===== config.mk =====
export PLATFORM = sky130hd
export DESIGN_NAME = knob_volume_controller_unit
export DESIGN_NICKNAME = d
export VERILOG_FILES = /design/src/hdl/kvc_pkg.sv /design/src/hdl/knob_volume_controller_unit.sv /design/src/hdl/kvc_front.sv /design/src/hdl/kvc_queue.sv /design/src/hdl/kvc_back.sv
export SDC_FILE = /design/constraint.sdc
export NUM_CORES = 1
export LEC_CHECK = 0
export BUFFER_PORTS_ARGS = -buffer_cell sky130_fd_sc_hd__clkbuf_2
export CAP_MARGIN = 10
export CORE_UTILIZATION = 35
export DETAILED_ROUTE_END_ITERATION = 10
export HOLD_SLACK_MARGIN = 0.05
export PLACE_DENSITY = 0.57
export SYNTH_ARGS = -nofsm -noshare
export SYNTH_HDL_FRONTEND = slang
export SYNTH_SLANG_ARGS = --single-unit

===== constraint.sdc =====
create_clock -name clk -period 5.5 [get_ports clk]
set_input_delay 1.1 -clock clk [delete_from_list [all_inputs] [get_ports clk]]
set_output_delay 1.1 -clock clk [all_outputs]
set_load 0.02 [all_outputs]

===== src/hdl/kvc_pkg.sv =====
package kvc_pkg;

    localparam int NUM_CHANNELS = 4;
    localparam int NUM_VIEWS    = 3;
    localparam int TIMER_BITS   = 16;
    localparam int LEVEL_W      = 7;
    localparam int DELTA_W      = 5;
    localparam int VIEW_W       = 2;
    localparam int SEL_W        = $clog2(NUM_CHANNELS);
    localparam int CFG_DATA_W   = 16;
    localparam int QUEUE_DEPTH  = 2;

    localparam logic [LEVEL_W-1:0] FULL_LEVEL = LEVEL_W'(100);

    localparam logic [TIMER_BITS-1:0] DEBOUNCE_RESET   = TIMER_BITS'(30);
    localparam logic [TIMER_BITS-1:0] LONG_PRESS_RESET = TIMER_BITS'(600);
    localparam logic [LEVEL_W-1:0]    MASTER_STEP_RESET  = LEVEL_W'(5);
    localparam logic [LEVEL_W-1:0]    CHANNEL_STEP_RESET = LEVEL_W'(3);

    localparam logic [VIEW_W-1:0] VIEW_MASTER   = VIEW_W'(0);
    localparam logic [VIEW_W-1:0] VIEW_CHANNELS = VIEW_W'(1);
    localparam logic [VIEW_W-1:0] VIEW_LAST     = VIEW_W'(NUM_VIEWS - 1);

    typedef enum logic [1:0] {
        REG_DEBOUNCE     = 2'd0,
        REG_LONG_PRESS   = 2'd1,
        REG_MASTER_STEP  = 2'd2,
        REG_CHANNEL_STEP = 2'd3
    } cfg_reg_t;

    typedef struct packed {
        logic [VIEW_W-1:0]         view;
        logic signed [DELTA_W-1:0] delta;
        logic                      short_ev;
        logic                      long_ev;
        logic                      held;
    } cmd_t;

    function automatic logic [LEVEL_W-1:0] level_reset(input logic [SEL_W-1:0] idx);
        logic [LEVEL_W-1:0] v;
        case (idx)
            SEL_W'(0): v = LEVEL_W'(100);
            SEL_W'(1): v = LEVEL_W'(75);
            SEL_W'(2): v = LEVEL_W'(80);
            SEL_W'(3): v = LEVEL_W'(60);
            default:   v = '0;
        endcase
        return v;
    endfunction

    function automatic logic [LEVEL_W-1:0] toggle_mute(input logic [LEVEL_W-1:0] v);
        return (v == '0) ? FULL_LEVEL : '0;
    endfunction

    function automatic logic [LEVEL_W-1:0] adjust_level(
        input logic [LEVEL_W-1:0]        v,
        input logic signed [DELTA_W-1:0] d,
        input logic [LEVEL_W-1:0]        st
    );
        logic signed [14:0] ve;
        logic signed [14:0] de;
        logic signed [14:0] se;
        logic signed [14:0] r;
        logic [LEVEL_W-1:0] res;
        ve = 15'($signed({1'b0, v}));
        de = 15'(d);
        se = 15'($signed({1'b0, st}));
        r  = ve + de * se;
        if (r < 0)
        begin
            res = '0;
        end
        else if (r > 15'($signed({1'b0, FULL_LEVEL})))
        begin
            res = FULL_LEVEL;
        end
        else
        begin
            res = r[LEVEL_W-1:0];
        end
        return res;
    endfunction

endpackage


===== src/hdl/knob_volume_controller_unit.sv =====
// Knob volume controller. Each input item is one millisecond tick with the raw
// button level and the signed encoder count change. Each item yields exactly one
// result with the view, master level, selected channel and its level, the short
// and long press flags and the debounced button state. One item is taken per
// clock cycle sustained while the output is not stalled. The button logic
// classifies the item into a two-entry command queue in the same cycle it is
// taken, and the registered level update stage loads the result as that entry is
// popped. A stalled output holds the result, fills the queue and then drops
// s_tready. Configuration writes take effect at once; the user must make them
// only while no item is in flight, as the block does not enforce this.
module knob_volume_controller_unit
    import kvc_pkg::*;
(
    input  logic                  clk,
    input  logic                  rst_n,
    input  logic                  s_tvalid,
    output logic                  s_tready,
    // raw_pressed[0], rotation_delta[5:1], zero fill [7:6]
    input  logic [7:0]            s_tdata,
    output logic                  m_tvalid,
    input  logic                  m_tready,
    // view[1:0], master_level[8:2], selected_channel[10:9], selected_level[17:11],
    // short_event[18], long_event[19], button_held[20], zero fill [23:21]
    output logic [23:0]           m_tdata,
    input  logic                  cfg_we,
    input  logic [1:0]            cfg_index,
    input  logic [CFG_DATA_W-1:0] cfg_data
);

    logic [TIMER_BITS-1:0] debounce_reg;
    logic [TIMER_BITS-1:0] long_press_reg;
    logic [LEVEL_W-1:0]    master_step_reg;
    logic [LEVEL_W-1:0]    channel_step_reg;

    logic               s_accept;
    cmd_t               front_cmd;
    cmd_t               q_cmd;
    logic               q_not_full;
    logic               q_valid;
    logic               q_pop;

    logic [VIEW_W-1:0]  view;
    logic [LEVEL_W-1:0] master_level;
    logic [SEL_W-1:0]   selected_channel;
    logic [LEVEL_W-1:0] selected_level;
    logic               short_event;
    logic               long_event;
    logic               button_held;

    always_ff @(posedge clk or negedge rst_n)
    begin
        if (!rst_n)
        begin
            debounce_reg     <= DEBOUNCE_RESET;
            long_press_reg   <= LONG_PRESS_RESET;
            master_step_reg  <= MASTER_STEP_RESET;
            channel_step_reg <= CHANNEL_STEP_RESET;
        end
        else if (cfg_we)
        begin
            case (cfg_reg_t'(cfg_index))
                REG_DEBOUNCE:     debounce_reg     <= cfg_data[TIMER_BITS-1:0];
                REG_LONG_PRESS:   long_press_reg   <= cfg_data[TIMER_BITS-1:0];
                REG_MASTER_STEP:  master_step_reg  <= cfg_data[LEVEL_W-1:0];
                REG_CHANNEL_STEP: channel_step_reg <= cfg_data[LEVEL_W-1:0];
                default:          ;
            endcase
        end
    end

    assign s_tready = q_not_full;
    assign s_accept = s_tvalid && s_tready;

    kvc_front u_front (
        .clk              (clk),
        .rst_n            (rst_n),
        .accept           (s_accept),
        .raw_pressed      (s_tdata[0]),
        .rotation_delta   ($signed(s_tdata[5:1])),
        .debounce_ticks   (debounce_reg),
        .long_press_ticks (long_press_reg),
        .cmd              (front_cmd)
    );

    kvc_queue u_queue (
        .clk       (clk),
        .rst_n     (rst_n),
        .push      (s_accept),
        .push_data (front_cmd),
        .not_full  (q_not_full),
        .pop       (q_pop),
        .not_empty (q_valid),
        .pop_data  (q_cmd)
    );

    kvc_back u_back (
        .clk              (clk),
        .rst_n            (rst_n),
        .q_valid          (q_valid),
        .q_data           (q_cmd),
        .pop              (q_pop),
        .master_step      (master_step_reg),
        .channel_step     (channel_step_reg),
        .out_valid        (m_tvalid),
        .out_ready        (m_tready),
        .view             (view),
        .master_level     (master_level),
        .selected_channel (selected_channel),
        .selected_level   (selected_level),
        .short_event      (short_event),
        .long_event       (long_event),
        .button_held      (button_held)
    );

    assign m_tdata = {3'b000, button_held, long_event, short_event, selected_level,
                      selected_channel, master_level, view};

endmodule


===== src/hdl/kvc_front.sv =====
module kvc_front
    import kvc_pkg::*;
(
    input  logic                         clk,
    input  logic                         rst_n,
    input  logic                         accept,
    input  logic                         raw_pressed,
    input  logic signed [DELTA_W-1:0]    rotation_delta,
    input  logic [TIMER_BITS-1:0]        debounce_ticks,
    input  logic [TIMER_BITS-1:0]        long_press_ticks,
    output cmd_t                         cmd
);

    logic                  last_raw_reg,  last_raw_next;
    logic [TIMER_BITS-1:0] stable_reg,    stable_next;
    logic [TIMER_BITS-1:0] press_reg,     press_next;
    logic                  held_reg,      held_next;
    logic                  long_seen_reg, long_seen_next;
    logic [VIEW_W-1:0]     view_reg,      view_next;
    logic                  short_ev;
    logic                  long_ev;

    always_comb
    begin
        last_raw_next  = last_raw_reg;
        stable_next    = stable_reg;
        press_next     = press_reg;
        held_next      = held_reg;
        long_seen_next = long_seen_reg;
        view_next      = view_reg;
        short_ev       = 1'b0;
        long_ev        = 1'b0;

        if (raw_pressed != last_raw_reg)
        begin
            last_raw_next = raw_pressed;
            stable_next   = '0;
        end
        else if (stable_reg != '1)
        begin
            stable_next = stable_reg + 1'b1;
        end

        if (held_reg && press_reg != '1)
        begin
            press_next = press_reg + 1'b1;
        end

        if (stable_next > debounce_ticks)
        begin
            if (raw_pressed && !held_reg)
            begin
                held_next      = 1'b1;
                press_next     = '0;
                long_seen_next = 1'b0;
            end
            else if (!raw_pressed && held_reg)
            begin
                if (!long_seen_reg && press_next < long_press_ticks)
                begin
                    short_ev = 1'b1;
                end
                held_next      = 1'b0;
                long_seen_next = 1'b0;
            end
        end

        if (held_next && !long_seen_next && press_next > long_press_ticks)
        begin
            long_seen_next = 1'b1;
            long_ev        = 1'b1;
            view_next      = (view_reg == VIEW_LAST) ? '0 : view_reg + 1'b1;
        end

        cmd.view     = view_next;
        cmd.delta    = rotation_delta;
        cmd.short_ev = short_ev;
        cmd.long_ev  = long_ev;
        cmd.held     = held_next;
    end

    always_ff @(posedge clk or negedge rst_n)
    begin
        if (!rst_n)
        begin
            last_raw_reg  <= 1'b0;
            stable_reg    <= '0;
            press_reg     <= '0;
            held_reg      <= 1'b0;
            long_seen_reg <= 1'b0;
            view_reg      <= '0;
        end
        else if (accept)
        begin
            last_raw_reg  <= last_raw_next;
            stable_reg    <= stable_next;
            press_reg     <= press_next;
            held_reg      <= held_next;
            long_seen_reg <= long_seen_next;
            view_reg      <= view_next;
        end
    end

`ifndef SYNTHESIS
    assert property (@(posedge clk) disable iff (!rst_n)
        (accept && cmd.long_ev) |=> (long_seen_reg && held_reg))
        else $error("long press not latched");

    assert property (@(posedge clk) disable iff (!rst_n)
        (accept && cmd.short_ev) |=> (!held_reg && $past(held_reg)))
        else $error("short press without release");
`endif

endmodule


===== src/hdl/kvc_queue.sv =====
module kvc_queue
    import kvc_pkg::*;
(
    input  logic clk,
    input  logic rst_n,
    input  logic push,
    input  cmd_t push_data,
    output logic not_full,
    input  logic pop,
    output logic not_empty,
    output cmd_t pop_data
);

    localparam int PTR_W = (QUEUE_DEPTH > 1) ? $clog2(QUEUE_DEPTH) : 1;
    localparam int CNT_W = $clog2(QUEUE_DEPTH + 1);

    cmd_t              slots_reg [QUEUE_DEPTH];
    logic [PTR_W-1:0]  wr_ptr_reg, wr_ptr_next;
    logic [PTR_W-1:0]  rd_ptr_reg, rd_ptr_next;
    logic [CNT_W-1:0]  count_reg,  count_next;

    assign not_full  = (count_reg != CNT_W'(QUEUE_DEPTH));
    assign not_empty = (count_reg != '0);
    assign pop_data  = slots_reg[rd_ptr_reg];

    always_comb
    begin
        wr_ptr_next = wr_ptr_reg;
        rd_ptr_next = rd_ptr_reg;
        count_next  = count_reg;
        if (push)
        begin
            wr_ptr_next = (wr_ptr_reg == PTR_W'(QUEUE_DEPTH - 1)) ? '0 : wr_ptr_reg + 1'b1;
        end
        if (pop)
        begin
            rd_ptr_next = (rd_ptr_reg == PTR_W'(QUEUE_DEPTH - 1)) ? '0 : rd_ptr_reg + 1'b1;
        end
        if (push && !pop)
        begin
            count_next = count_reg + 1'b1;
        end
        else if (pop && !push)
        begin
            count_next = count_reg - 1'b1;
        end
    end

    always_ff @(posedge clk or negedge rst_n)
    begin
        if (!rst_n)
        begin
            wr_ptr_reg <= '0;
            rd_ptr_reg <= '0;
            count_reg  <= '0;
        end
        else
        begin
            wr_ptr_reg <= wr_ptr_next;
            rd_ptr_reg <= rd_ptr_next;
            count_reg  <= count_next;
        end
    end

    always_ff @(posedge clk)
    begin
        if (push)
        begin
            slots_reg[wr_ptr_reg] <= push_data;
        end
    end

`ifndef SYNTHESIS
    assert property (@(posedge clk) disable iff (!rst_n)
        (push && !not_full && !pop) |=> (count_reg == CNT_W'(QUEUE_DEPTH)))
        else $error("queue overflow");
`endif

endmodule


===== src/hdl/kvc_back.sv =====
module kvc_back
    import kvc_pkg::*;
(
    input  logic                 clk,
    input  logic                 rst_n,
    input  logic                 q_valid,
    input  cmd_t                 q_data,
    output logic                 pop,
    input  logic [LEVEL_W-1:0]   master_step,
    input  logic [LEVEL_W-1:0]   channel_step,
    output logic                 out_valid,
    input  logic                 out_ready,
    output logic [VIEW_W-1:0]    view,
    output logic [LEVEL_W-1:0]   master_level,
    output logic [SEL_W-1:0]     selected_channel,
    output logic [LEVEL_W-1:0]   selected_level,
    output logic                 short_event,
    output logic                 long_event,
    output logic                 button_held
);

    localparam logic [SEL_W-1:0] SPAN = SEL_W'(NUM_CHANNELS - 1);

    logic [LEVEL_W-1:0] levels_reg [1:NUM_CHANNELS-1];
    logic [LEVEL_W-1:0] master_reg, master_next;
    logic [LEVEL_W-1:0] cache_reg,  cache_next;
    logic [SEL_W-1:0]   sel_reg,    sel_next;
    logic               wb_en;
    logic [LEVEL_W-1:0] wb_data;
    logic [LEVEL_W-1:0] master_t;
    logic [LEVEL_W-1:0] cache_t;
    logic [SEL_W-1:0]   sel_step;

    logic               valid_reg;
    logic [VIEW_W-1:0]  view_reg;
    logic               short_reg;
    logic               long_reg;
    logic               held_reg;

    assign pop = q_valid && (!valid_reg || out_ready);

    always_comb
    begin
        master_t = (q_data.short_ev && q_data.view == VIEW_MASTER)
                   ? toggle_mute(master_reg) : master_reg;
        cache_t  = (q_data.short_ev && q_data.view == VIEW_CHANNELS)
                   ? toggle_mute(cache_reg) : cache_reg;

        if (q_data.delta > 0)
        begin
            sel_step = (sel_reg == SPAN) ? SEL_W'(1) : sel_reg + 1'b1;
        end
        else
        begin
            sel_step = (sel_reg == SEL_W'(1)) ? SPAN : sel_reg - 1'b1;
        end

        master_next = master_t;
        cache_next  = cache_t;
        sel_next    = sel_reg;
        wb_en       = 1'b0;
        wb_data     = cache_t;

        if (q_data.delta != '0)
        begin
            if (q_data.view == VIEW_MASTER)
            begin
                master_next = adjust_level(master_t, q_data.delta, master_step);
            end
            else if (q_data.view == VIEW_CHANNELS)
            begin
                sel_next = sel_step;
                if (sel_step != sel_reg)
                begin
                    wb_en      = 1'b1;
                    cache_next = adjust_level(levels_reg[sel_step], q_data.delta,
                                              channel_step);
                end
                else
                begin
                    cache_next = adjust_level(cache_t, q_data.delta, channel_step);
                end
            end
        end
    end

    always_ff @(posedge clk or negedge rst_n)
    begin
        if (!rst_n)
        begin
            for (int i = 1; i < NUM_CHANNELS; i++)
            begin
                levels_reg[i] <= level_reset(SEL_W'(i));
            end
            master_reg <= level_reset('0);
            cache_reg  <= level_reset(SEL_W'(1));
            sel_reg    <= SEL_W'(1);
            valid_reg  <= 1'b0;
        end
        else
        begin
            if (pop)
            begin
                master_reg <= master_next;
                cache_reg  <= cache_next;
                sel_reg    <= sel_next;
                if (wb_en)
                begin
                    levels_reg[sel_reg] <= wb_data;
                end
                valid_reg <= 1'b1;
            end
            else if (out_ready)
            begin
                valid_reg <= 1'b0;
            end
        end
    end

    always_ff @(posedge clk)
    begin
        if (pop)
        begin
            view_reg  <= q_data.view;
            short_reg <= q_data.short_ev;
            long_reg  <= q_data.long_ev;
            held_reg  <= q_data.held;
        end
    end

    assign out_valid        = valid_reg;
    assign view             = view_reg;
    assign master_level     = master_reg;
    assign selected_channel = sel_reg;
    assign selected_level   = cache_reg;
    assign short_event      = short_reg;
    assign long_event       = long_reg;
    assign button_held      = held_reg;

`ifndef SYNTHESIS
    assert property (@(posedge clk) disable iff (!rst_n)
        (master_reg <= FULL_LEVEL) && (cache_reg <= FULL_LEVEL))
        else $error("level above full scale");

    assert property (@(posedge clk) disable iff (!rst_n)
        (sel_reg != '0) && (sel_reg <= SPAN))
        else $error("selection out of range");

    assert property (@(posedge clk) disable iff (!rst_n)
        (valid_reg && !out_ready) |=> ($stable(master_reg) && $stable(cache_reg)))
        else $error("held result changed");
`endif

endmodule

==> results.json, run 1 <==
{
  "stdcell_count": 1872,
  "setup_violations": 0,
  "max_stage_delay_ns": 0.52,
  "wl_per_cell_microns": 15.70,
  "min_to": "u_back.levels_reg[12]$_DFFE_PN0P_",
  "vias_per_cell": 5.076,
  "hold_depth": 1,
  "async_reset_ff_frac": 0.8333,
  "grt_use_total": 0.1693,
  "ys_ff_latch": 150,
  "postSynthAreaPerCell_sq_um": 9.712,
  "post_route_cells_drive_above_1_share": 0.3146,
  "synth.most_common_cell": "nand2_1",
  "post-dp-hpwl_microns": 22100,
  "synthTopCellsByCount": "nand2_1 (128), ha_1 (127), inv_1 (108)",
  "slowest_stage": "fa_1",
  "totalWireLength_microns": 29400,
  "core_area_sq_mm": 0.03353,
  "area_growth_pct": 26.54,
  "relSlewSlack": 0.4126,
  "fin_skew_ns": 0.01912,
  "dp.cells": 1817,
  "die-area_sq_mm": 0.03479,
  "start_util": 0.3554,
  "synth_flop_cell": "dfrtp_1",
  "postSynthCellCount": 1227,
  "status": "finished, final reports clean",
  "cp_cell_sequence": "buf_6 -> buf_6 -> mux2_4 -> and2_4 -> fa_1 -> inv_2 -> fa_1 -> fa_1 -> inv_1 -> fa_1 -> ha_1 -> a21o_1 -> a21oi_2 -> xor2_2 -> buf_4 -> a211oi_2 -> or4_4 -> a2111oi_4 -> nand2_1 -> a221o_1",
  "drt_iter0_markers": 383,
  "die_w_microns": 186.5,
  "cts.sink_count": 150,
  "grt_overflow": 0,
  "yosys.area.top_type_share": 0.1995,
  "largest_reg_flops": 21,
  "cts_tree": "done",
  "finalCritPeriodShare": 0.9996,
  "worst_setup_path_end_kind": "register",
  "hold_buffers": 0,
  "row_count": 67,
  "crit_arrival_ns": 5.86,
  "yosysUniqueCellTypes": 81,
  "antenna_cells": 0,
  "r2r_cells": 20,
  "yosys.area.top_type": "dfrtp_1",
  "drv_cap": 0,
  "cts_buffers": 17,
  "gp_congestion": 0.8798,
  "drcViolationCount": 0,
  "min_period_ns": 5.498,
  "ant_nets": 0,
  "dr.pass1.iters": 5,
  "grt_max_degree": 126,
  "path_class": "reg2reg",
  "drv_slew": 0,
  "max_freq_mhz": 181.9,
  "min-delay-start": "u_back.levels_reg[12]$_DFFE_PN0P_",
  "rsz0062_at_grt": "true",
  "root_buffer": "clkbuf_16",
  "grt_pass1_wl_microns": 47370,
  "postLayoutCoreUtil": 0.4497,
  "synth_warnings": 0,
  "clkSlewWorstSetupHoldPaths_ns": 0.06,
  "regToRegSetupSlack_ns": 0.002,
  "synth-seq-area-share": 0.3286,
  "hold_class": "reg2reg",
  "clockBufferDepth": 2,
  "finalHoldViolations": 0,
  "worst_ep_required_time_ns": 5.86,
  "reg2reg_to": "u_back.master_level[5]$_DFFE_PN1P_",
  "clock_latency_ns": 0.44,
  "worstMarginPinSlew_ns": 0.8784,
  "cp_max_fo": 5,
  "rr_startpoint": "u_queue.rd_ptr_reg$_DFFE_PN0P_",
  "syn_area_sq_mm": 0.01192,
  "antenna_found_initial": 0,
  "grt_pass1_vias": 9495,
  "setup_tns_ns": 0,
  "final_nets": 1609,
  "cpMostUsedCell": "fa_1",
  "start_kind": "register",
  "pin_count": 57,
  "synth_edf_count": 25,
  "port_buffers": 51,
  "vias": 9503,
  "die_h_microns": 186.5,
  "synthTopCellsByArea": "dfrtp_1 (20%), ha_1 (13%), fa_1 (6.7%)",
  "h-tree-depth": 4
}
cells by family after synthesis:
family                   Yosys count  synth area share
multiplexers                      96           0.09156
buffers and inverters            144           0.04830
flip-flops                       150            0.3286
XOR/XNOR                          53           0.03958
AO/OA/AOI/OAI                    232            0.1304
other                              1         0.0003147
adder cells (fa/ha/maj)          167            0.2005
AND/OR/NAND/NOR                  384            0.1606
worst max-delay path: cells and delay by family (launching register included):
kind	cells	cell delay, ns
XOR/XNOR	1	0.18
flip-flops	1	0.40
adder cells (fa/ha/maj)	5	2.26
multiplexers	1	0.32
buffers and inverters	5	0.48
AO/OA/AOI/OAI	5	1.08
AND/OR/NAND/NOR	3	0.71
cell usage in the layout (no fill, tap or decap), types with 17 or more instances in the layout:
master / netlist / layout
inv_1: 108 / 104
nor2_1: 60 / 56
nand2_1: 128 / 124
dfstp_2: 30 / 30
xor2_1: 19 / 17
o21ai_0: 63 / 49
mux2_1: 21 / 21
clkbuf_16: 0 / 17
buf_4: 6 / 135
xnor2_1: 33 / 30
nand3_1: 28 / 24
mux2_2: 59 / 49
fa_1: 40 / 38
and2_1: 45 / 43
clkbuf_2: 2 / 50
nand4_1: 17 / 17
ha_1: 127 / 110
dfrtp_1: 95 / 94
a21oi_1: 43 / 31
a21o_1: 25 / 25
edfxtp_1: 25 / 25
stage by stage:
stage               instance area, sq um  hold WS [ns]  worst slack, ns
floorplan                          11960        0.4635         0.003789
global placement                   13550        0.4729          -0.3365
detailed placement                 13550        0.4818          -0.3653
CTS                                14560        0.4966         0.006239
global route                       15080        0.5143          -0.2390
finish                             15080        0.4924         0.002462
routing by layer:
metal | GRT usage | up-vias | part of all wire
li1 | - | 4690 | -
met1 | 0.2160 | 4653 | 0.47
met4 | 0.05675 | 0 | 0.021
met2 | 0.2905 | 124 | 0.49
met5 | 0 | - | 0
met3 | 0.02727 | 36 | 0.024
worst max-delay path by stage:
stage,slack [ns],start,cells after the start,to
6_report,0.002,u_queue.rd_ptr_reg$_DFFE_PN0P_,20,u_back.master_level[5]$_DFFE_PN1P_
5_1_grt,-0.24,u_front.stable_reg[3]$_DFFE_PN0P_,27,u_front.view_reg[0]$_DFFE_PN0P_
4_1_cts,0.006,u_queue.rd_ptr_reg$_DFFE_PN0P_,24,u_back.master_level[5]$_DFFE_PN1P_
3_5_place_dp,-0.37,u_queue.rd_ptr_reg$_DFFE_PN0P_,24,u_back.master_level[6]$_DFFE_PN1P_
3_3_place_gp,-0.34,u_queue.rd_ptr_reg$_DFFE_PN0P_,24,u_back.master_level[5]$_DFFE_PN1P_
2_1_floorplan,0.004,s_tdata[0],24,u_queue.slots_reg[0][9]$_DFFE_PP_
layout make-up:
type	instances	area, sq um
Fill cell	3201	18450
Multi-Input combinational cell	935	8194
Sequential cell	150	3918
Timing Repair Buffer	198	1413
Tap cell	448	560.5
Clock buffer	19	442.9
Inverter	109	409.1
Clock inverter	13	142.6
what timing repair did:
item | CTS | global route
setup buffers | 17 | 7
pin swaps | 31 | 56
gates resized for setup | 66 | 102
gates cloned | 0 | 1
endpoints found under the setup margin | 23 | 23
Power of run 1 is left out: the tool's default activity adds up to more than one toggle a clock period on the data nets, which glitch-free logic cannot reach.
==> run 2: changes to the inputs <==
Settings changed: CELL_PAD_IN_SITES_DETAIL_PLACEMENT set to 1, CELL_PAD_IN_SITES_GLOBAL_PLACEMENT set to 2, PLACE_DENSITY 0.57 to 0.79.
==> run 2 against run 1 <==
Compared with the run above: via count grew 3.1%; critical endpoint unchanged; final cell count rose by 0.48%; global-route usage up 3.1 points; sequential share of layout area shrank 0.56 points; count of clock-buffer cells in the layout rose by 3; non-clock buffer count is 9 higher; critical path depth down 2; cell area increased by 2.2%; utilization is 0.99 points higher; clock skew is 0.0044 ns lower; worst hold slack got worse by 0.0030 ns.
==> results.json, run 2 (synthesis gave the netlist of run 1 again) <==
{
  "dp.cells": 1820,
  "worst_ep_required_time_ns": 5.86,
  "cts_buffers": 17,
  "relSlewSlack": 0.3648,
  "post-dp-hpwl_microns": 25580,
  "largest_reg_flops": 21,
  "vias": 9802,
  "grt_pass1_wl_microns": 55760,
  "layout_common_cells": "buf_4 (144), nand2_1 (122), inv_1 (106)",
  "drcViolationCount": 0,
  "busiest_layer": "met2",
  "use_met1": 0.2406,
  "setup_violations": 0,
  "clock_latency_ns": 0.43,
  "grt_pass1_vias": 10700,
  "final_nets": 1618,
  "clockBufferDepth": 2,
  "ant_nets": 0,
  "finalCritPeriodShare": 0.9933,
  "grt_use_met3": 0.02708,
  "vias_per_cell": 5.211,
  "grt_max_degree": 91,
  "core_area_sq_mm": 0.03353,
  "fin_skew_ns": 0.01471,
  "totalWireLength_microns": 34590,
  "regToRegSetupSlack_ns": 0.04,
  "die-area_sq_mm": 0.03479,
  "status": "finished, final reports clean",
  "drv_cap": 0,
  "h-tree-depth": 4,
  "root_buffer": "clkbuf_16",
  "pin_count": 57,
  "stdcell_count": 1881,
  "post_route_cells_drive_above_1_share": 0.3405,
  "dr.pass1.iters": 6,
  "drt_iter0_markers": 325,
  "antenna_found_initial": 1,
  "cts_tree": "done",
  "row_count": 67,
  "max_freq_mhz": 183.0,
  "gp_congestion": 0.8399,
  "rsz0062_at_grt": "true",
  "min_period_ns": 5.463,
  "final_common_cell": "buf_4",
  "port_buffers": 51,
  "grt_overflow": 0,
  "start_kind": "register",
  "area_growth_pct": 29.32,
  "hold_class": "reg2reg",
  "finalHoldViolations": 0,
  "clkSlewWorstSetupHoldPaths_ns": 0.07,
  "cts.sink_count": 150,
  "crit_arrival_ns": 5.82,
  "start_util": 0.3554,
  "worst_setup_path_end_kind": "register",
  "path_class": "reg2reg",
  "use_met2": 0.3683,
  "die_h_microns": 186.5,
  "cp_max_fo": 5,
  "antenna_cells": 0,
  "grt_use_total": 0.2006,
  "drv_slew": 0,
  "worstMarginPinSlew_ns": 0.9528,
  "wl_per_cell_microns": 18.39,
  "die_w_microns": 186.5
}
==> run 2: cell count changes in the layout (fill, tap and decap cells not counted), sizes merged <==
| cell | change |
|---|---|
| clkbuf | +3 |
| clkinv | +1 |
| buf | +9 |
| inv | -2 |
| clkinvlp | -2 |
==> run 2: layer usage <==
metal | vias up | wire length, microns | part of all wire
met1 | 4972 | 14850 | 0.43
met5 | - | 13 | 0.00038
met2 | 94 | 18360 | 0.53
met3 | 43 | 643 | 0.019
met4 | 2 | 717 | 0.021
li1 | 4691 | - | -
==> run 2: worst max-delay path, cell delays in order, from the launching register on <==
cell and delay, ns:
dfrtp_2 0.46, buf_6 0.15, mux2_4 0.33, and2_4 0.17, fa_1 0.49, inv_1 0.05, fa_1 0.50, fa_1 0.55
inv_1 0.06, fa_2 0.48, fa_2 0.39, a21o_1 0.18, a21oi_2 0.19, o21bai_1 0.10, a21oi_2 0.15, mux2_4 0.33
a2111oi_4 0.39, nand2_1 0.09, a221o_1 0.32
==> run 2: per-stage QoR <==
stage               worst slack (ns)  hold slack (ns)  TNS [ns]  area, sq um  utilization
floorplan                   0.003789           0.4635         0        11960            -
global placement             -0.2880           0.4738    -3.751        13560       0.4045
detailed placement           -0.3887           0.4808    -5.694        13560       0.4045
CTS                         0.001172           0.4952         0        14830       0.4422
global route                 -0.1754           0.5042    -2.408        15410       0.4596
finish                       0.03662           0.4895         0        15410       0.4596
==> run 2: worst paths after layout <==
path                                             startpoint                                   end  depth (start not counted)
max in group asynchronous                             rst_n     u_back.levels_reg[17]$_DFFE_PN1P_                          2
max                          u_queue.rd_ptr_reg$_DFFE_PN0P_    u_back.master_level[5]$_DFFE_PN1P_                         18
min in group asynchronous                             rst_n  u_back.selected_level[2]$_DFFE_PN0P_                          1
min                        u_back.levels_reg[7]$_DFFE_PN0P_      u_back.levels_reg[7]$_DFFE_PN0P_                          1
max reg2reg                  u_queue.rd_ptr_reg$_DFFE_PN0P_    u_back.master_level[5]$_DFFE_PN1P_                         18
min reg2reg                u_back.levels_reg[7]$_DFFE_PN0P_      u_back.levels_reg[7]$_DFFE_PN0P_                          1
==> run 2: area by class of cell <==
| class | instances | area (sq um) |
|---|---|---|
| repair buffers | 207 | 1486 |
| multi-input cells | 935 | 8427 |
| fillers | 3779 | 18120 |
| well taps | 448 | 560.5 |
| clock inverters | 10 | 113.9 |
| clock buffers | 22 | 495.5 |
| inverters | 109 | 409.1 |
| flip-flops and latches | 150 | 3918 |
==> run 2: timing repair <==
item / in CTS / in global routing
gates cloned: 1 / 0
hold buffers: 0 / 0
setup endpoints to repair: 23 / 23
pin swaps: 62 / 69
setup buffers: 20 / 9
gates resized for setup: 105 / 102
endpoints found under the hold margin: 0 / 0
Power of run 2 is left out for the same reason.
==> run 3: changes to the inputs <==
Settings changed: ABC_AREA set to 1, CORE_UTILIZATION 35 to 34, PLACE_DENSITY 0.79 to 0.83.
==> run 3 against run 2 <==
Compared with the run above: critical path depth up 10; count of clock-buffer cells in the layout down 3; clock skew about the same; flip-flop and latch count unchanged; first-iteration DRC count increased by 22%; global-route usage fell by 0.63 points; via count is 9.2% higher; synthesized cell count increased by 31%; maximum frequency up 4.5%; wire length is 0.21% lower; non-clock buffer count down 78; utilization is 5.1 points lower; critical path type unchanged; critical endpoint is now u_back.selected_level[3]$_DFFE_PN1P_; largest cell class unchanged.
==> results.json, run 3 <==
{
  "status": "finished, final reports clean",
  "post_route_cells_drive_above_1_share": 0.1878,
  "grt_pass1_wl_microns": 56420,
  "synth_flop_cell": "dfrtp_1",
  "synthTopCellsByArea": "dfrtp_1 (19%), ha_1 (13%), nand2_1 (12%)",
  "grt_overflow": 0,
  "cts_buffers": 17,
  "drv_cap": 0,
  "die-area_sq_mm": 0.03674,
  "synth-seq-area-share": 0.3202,
  "clock_latency_ns": 0.45,
  "drt_iter0_markers": 397,
  "hold_class": "reg2reg",
  "die_w_microns": 191.7,
  "ys_ff_latch": 150,
  "wl_per_cell_microns": 15.69,
  "port_buffers": 51,
  "yosys.area.top_type_share": 0.1944,
  "crit_arrival_ns": 5.61,
  "slowest_stage": "fa_1",
  "cts.sink_count": 150,
  "yosysUniqueCellTypes": 58,
  "drv_slew": 0,
  "vias_per_cell": 4.867,
  "async_reset_ff_frac": 0.8333,
  "max_stage_delay_ns": 0.55,
  "finalHoldViolations": 0,
  "cp_max_fo": 5,
  "worstMarginPinSlew_ns": 1.032,
  "clockBufferDepth": 2,
  "final_nets": 1921,
  "dr.pass1.iters": 4,
  "min_period_ns": 5.230,
  "setup_violations": 0,
  "antenna_found_initial": 3,
  "rr_startpoint": "u_queue.rd_ptr_reg$_DFFE_PN0P_",
  "cpMostUsedCell": "nand2_1",
  "max_freq_mhz": 191.2,
  "fill_cells": 4365,
  "synth_edf_count": 25,
  "layout_common_cells": "nand2_1 (386), inv_1 (260), ha_1 (114)",
  "grt_max_degree": 85,
  "largest_reg_flops": 21,
  "path_class": "reg2reg",
  "postSynthAreaPerCell_sq_um": 7.621,
  "gp_congestion": 0.8381,
  "pin_count": 57,
  "cts_tree": "done",
  "start_kind": "register",
  "vias": 10700,
  "final_common_cell": "nand2_1",
  "fin_skew_ns": 0.01518,
  "row_count": 69,
  "finalCritPeriodShare": 0.9509,
  "ant_nets": 0,
  "cp_top_family": "adder cells",
  "worst_setup_path_end_kind": "register",
  "start_util": 0.3447,
  "drcViolationCount": 0,
  "min-delay-start": "u_queue.count_reg[0]$_DFFE_PN0P_",
  "syn_area_sq_mm": 0.01223,
  "clkSlewWorstSetupHoldPaths_ns": 0.07,
  "synthTopCellsByCount": "nand2_1 (398), inv_1 (265), ha_1 (127)",
  "grt_use_total": 0.1943,
  "area_growth_pct": 18.59,
  "synth.most_common_cell": "nand2_1",
  "h-tree-depth": 4,
  "grt_pass1_vias": 11210,
  "postSynthCellCount": 1605,
  "synth_warnings": 0,
  "core_area_sq_mm": 0.03548,
  "setup.worst_path.start": "u_queue.rd_ptr_reg$_DFFE_PN0P_",
  "root_buffer": "clkbuf_16",
  "relSlewSlack": 0.3101,
  "die_h_microns": 191.7,
  "worst_ep_required_time_ns": 5.88,
  "regToRegSetupSlack_ns": 0.27,
  "yosys.area.top_type": "dfrtp_1",
  "totalWireLength_microns": 34510,
  "critPathBufInv": 6,
  "post-dp-hpwl_microns": 26910,
  "setup_tns_ns": 0
}
## run 3: final cells by class
class	instances	area [sq um]	share of cell area
diodes	2	5.005	0.0003450
clock buffers	19	475.5	0.03278
clock inverters	13	107.6	0.007418
inverters	282	1064	0.07332
multi-input cells	1143	7498	0.5169
flip-flops and latches	150	3916	0.2700
well taps	461	576.8	0.03977
repair buffers	129	862.1	0.05943
## run 3: per-layer routing
layer  vias to the layer above  part of all wire  global-route usage
met5                         -                 0                   0
met4                         0             0.012             0.04579
met3                        26             0.022             0.03051
met2                        94              0.50              0.3353
met1                      5211              0.47              0.2529
li1                       5371                 -                   -
## run 3: worst paths after layout
check	to	cells past startpoint
max in group asynchronous	debounce_reg[6]$_DFFE_PN0P_	2
worst min register to register	u_queue.count_reg[0]$_DFFE_PN0P_	1
worst min-delay path	u_queue.count_reg[0]$_DFFE_PN0P_	1
min in group asynchronous	u_front.press_reg[11]$_DFFE_PN0P_	1
worst max register to register	u_back.selected_level[3]$_DFFE_PN1P_	28
worst max-delay path	u_back.selected_level[3]$_DFFE_PN1P_	28
## run 3: cell families after synthesis
family	Yosys count	synth area share
and+or+nand+nor	679	0.2396
buffers and inverters	314	0.1019
AOI/OAI and AO/OA	253	0.1132
adders and majority gates	167	0.1954
DFF	150	0.3202
xor gates and xnor gates	40	0.02864
other	1	0.0003066
muxes	1	0.0008184
## run 3: repair_timing
action	4_1_cts	5_1_grt
pin swaps	4	35
hold buffers	0	0
resized for setup	16	84
endpoints found under the hold margin	0	0
buffers inserted	1	11
endpoints found under the setup margin	14	23
## run 3: stage by stage
stage	hold slack [ns]	area (sq um)	utilization	setup slack [ns]	cells
after floorplan	0.4458	12240	-	0.4474	1607
after global placement	0.4617	13390	0.3774	-0.08443	2153
after detailed placement	0.4640	13390	0.3774	-0.1790	2153
after CTS	0.4746	14050	0.3960	0.01577	2186
after global routing	0.4862	14500	0.4087	-0.07186	2198
final	0.4714	14510	0.4088	0.2702	2199
Power of run 3 is left out for the same reason.
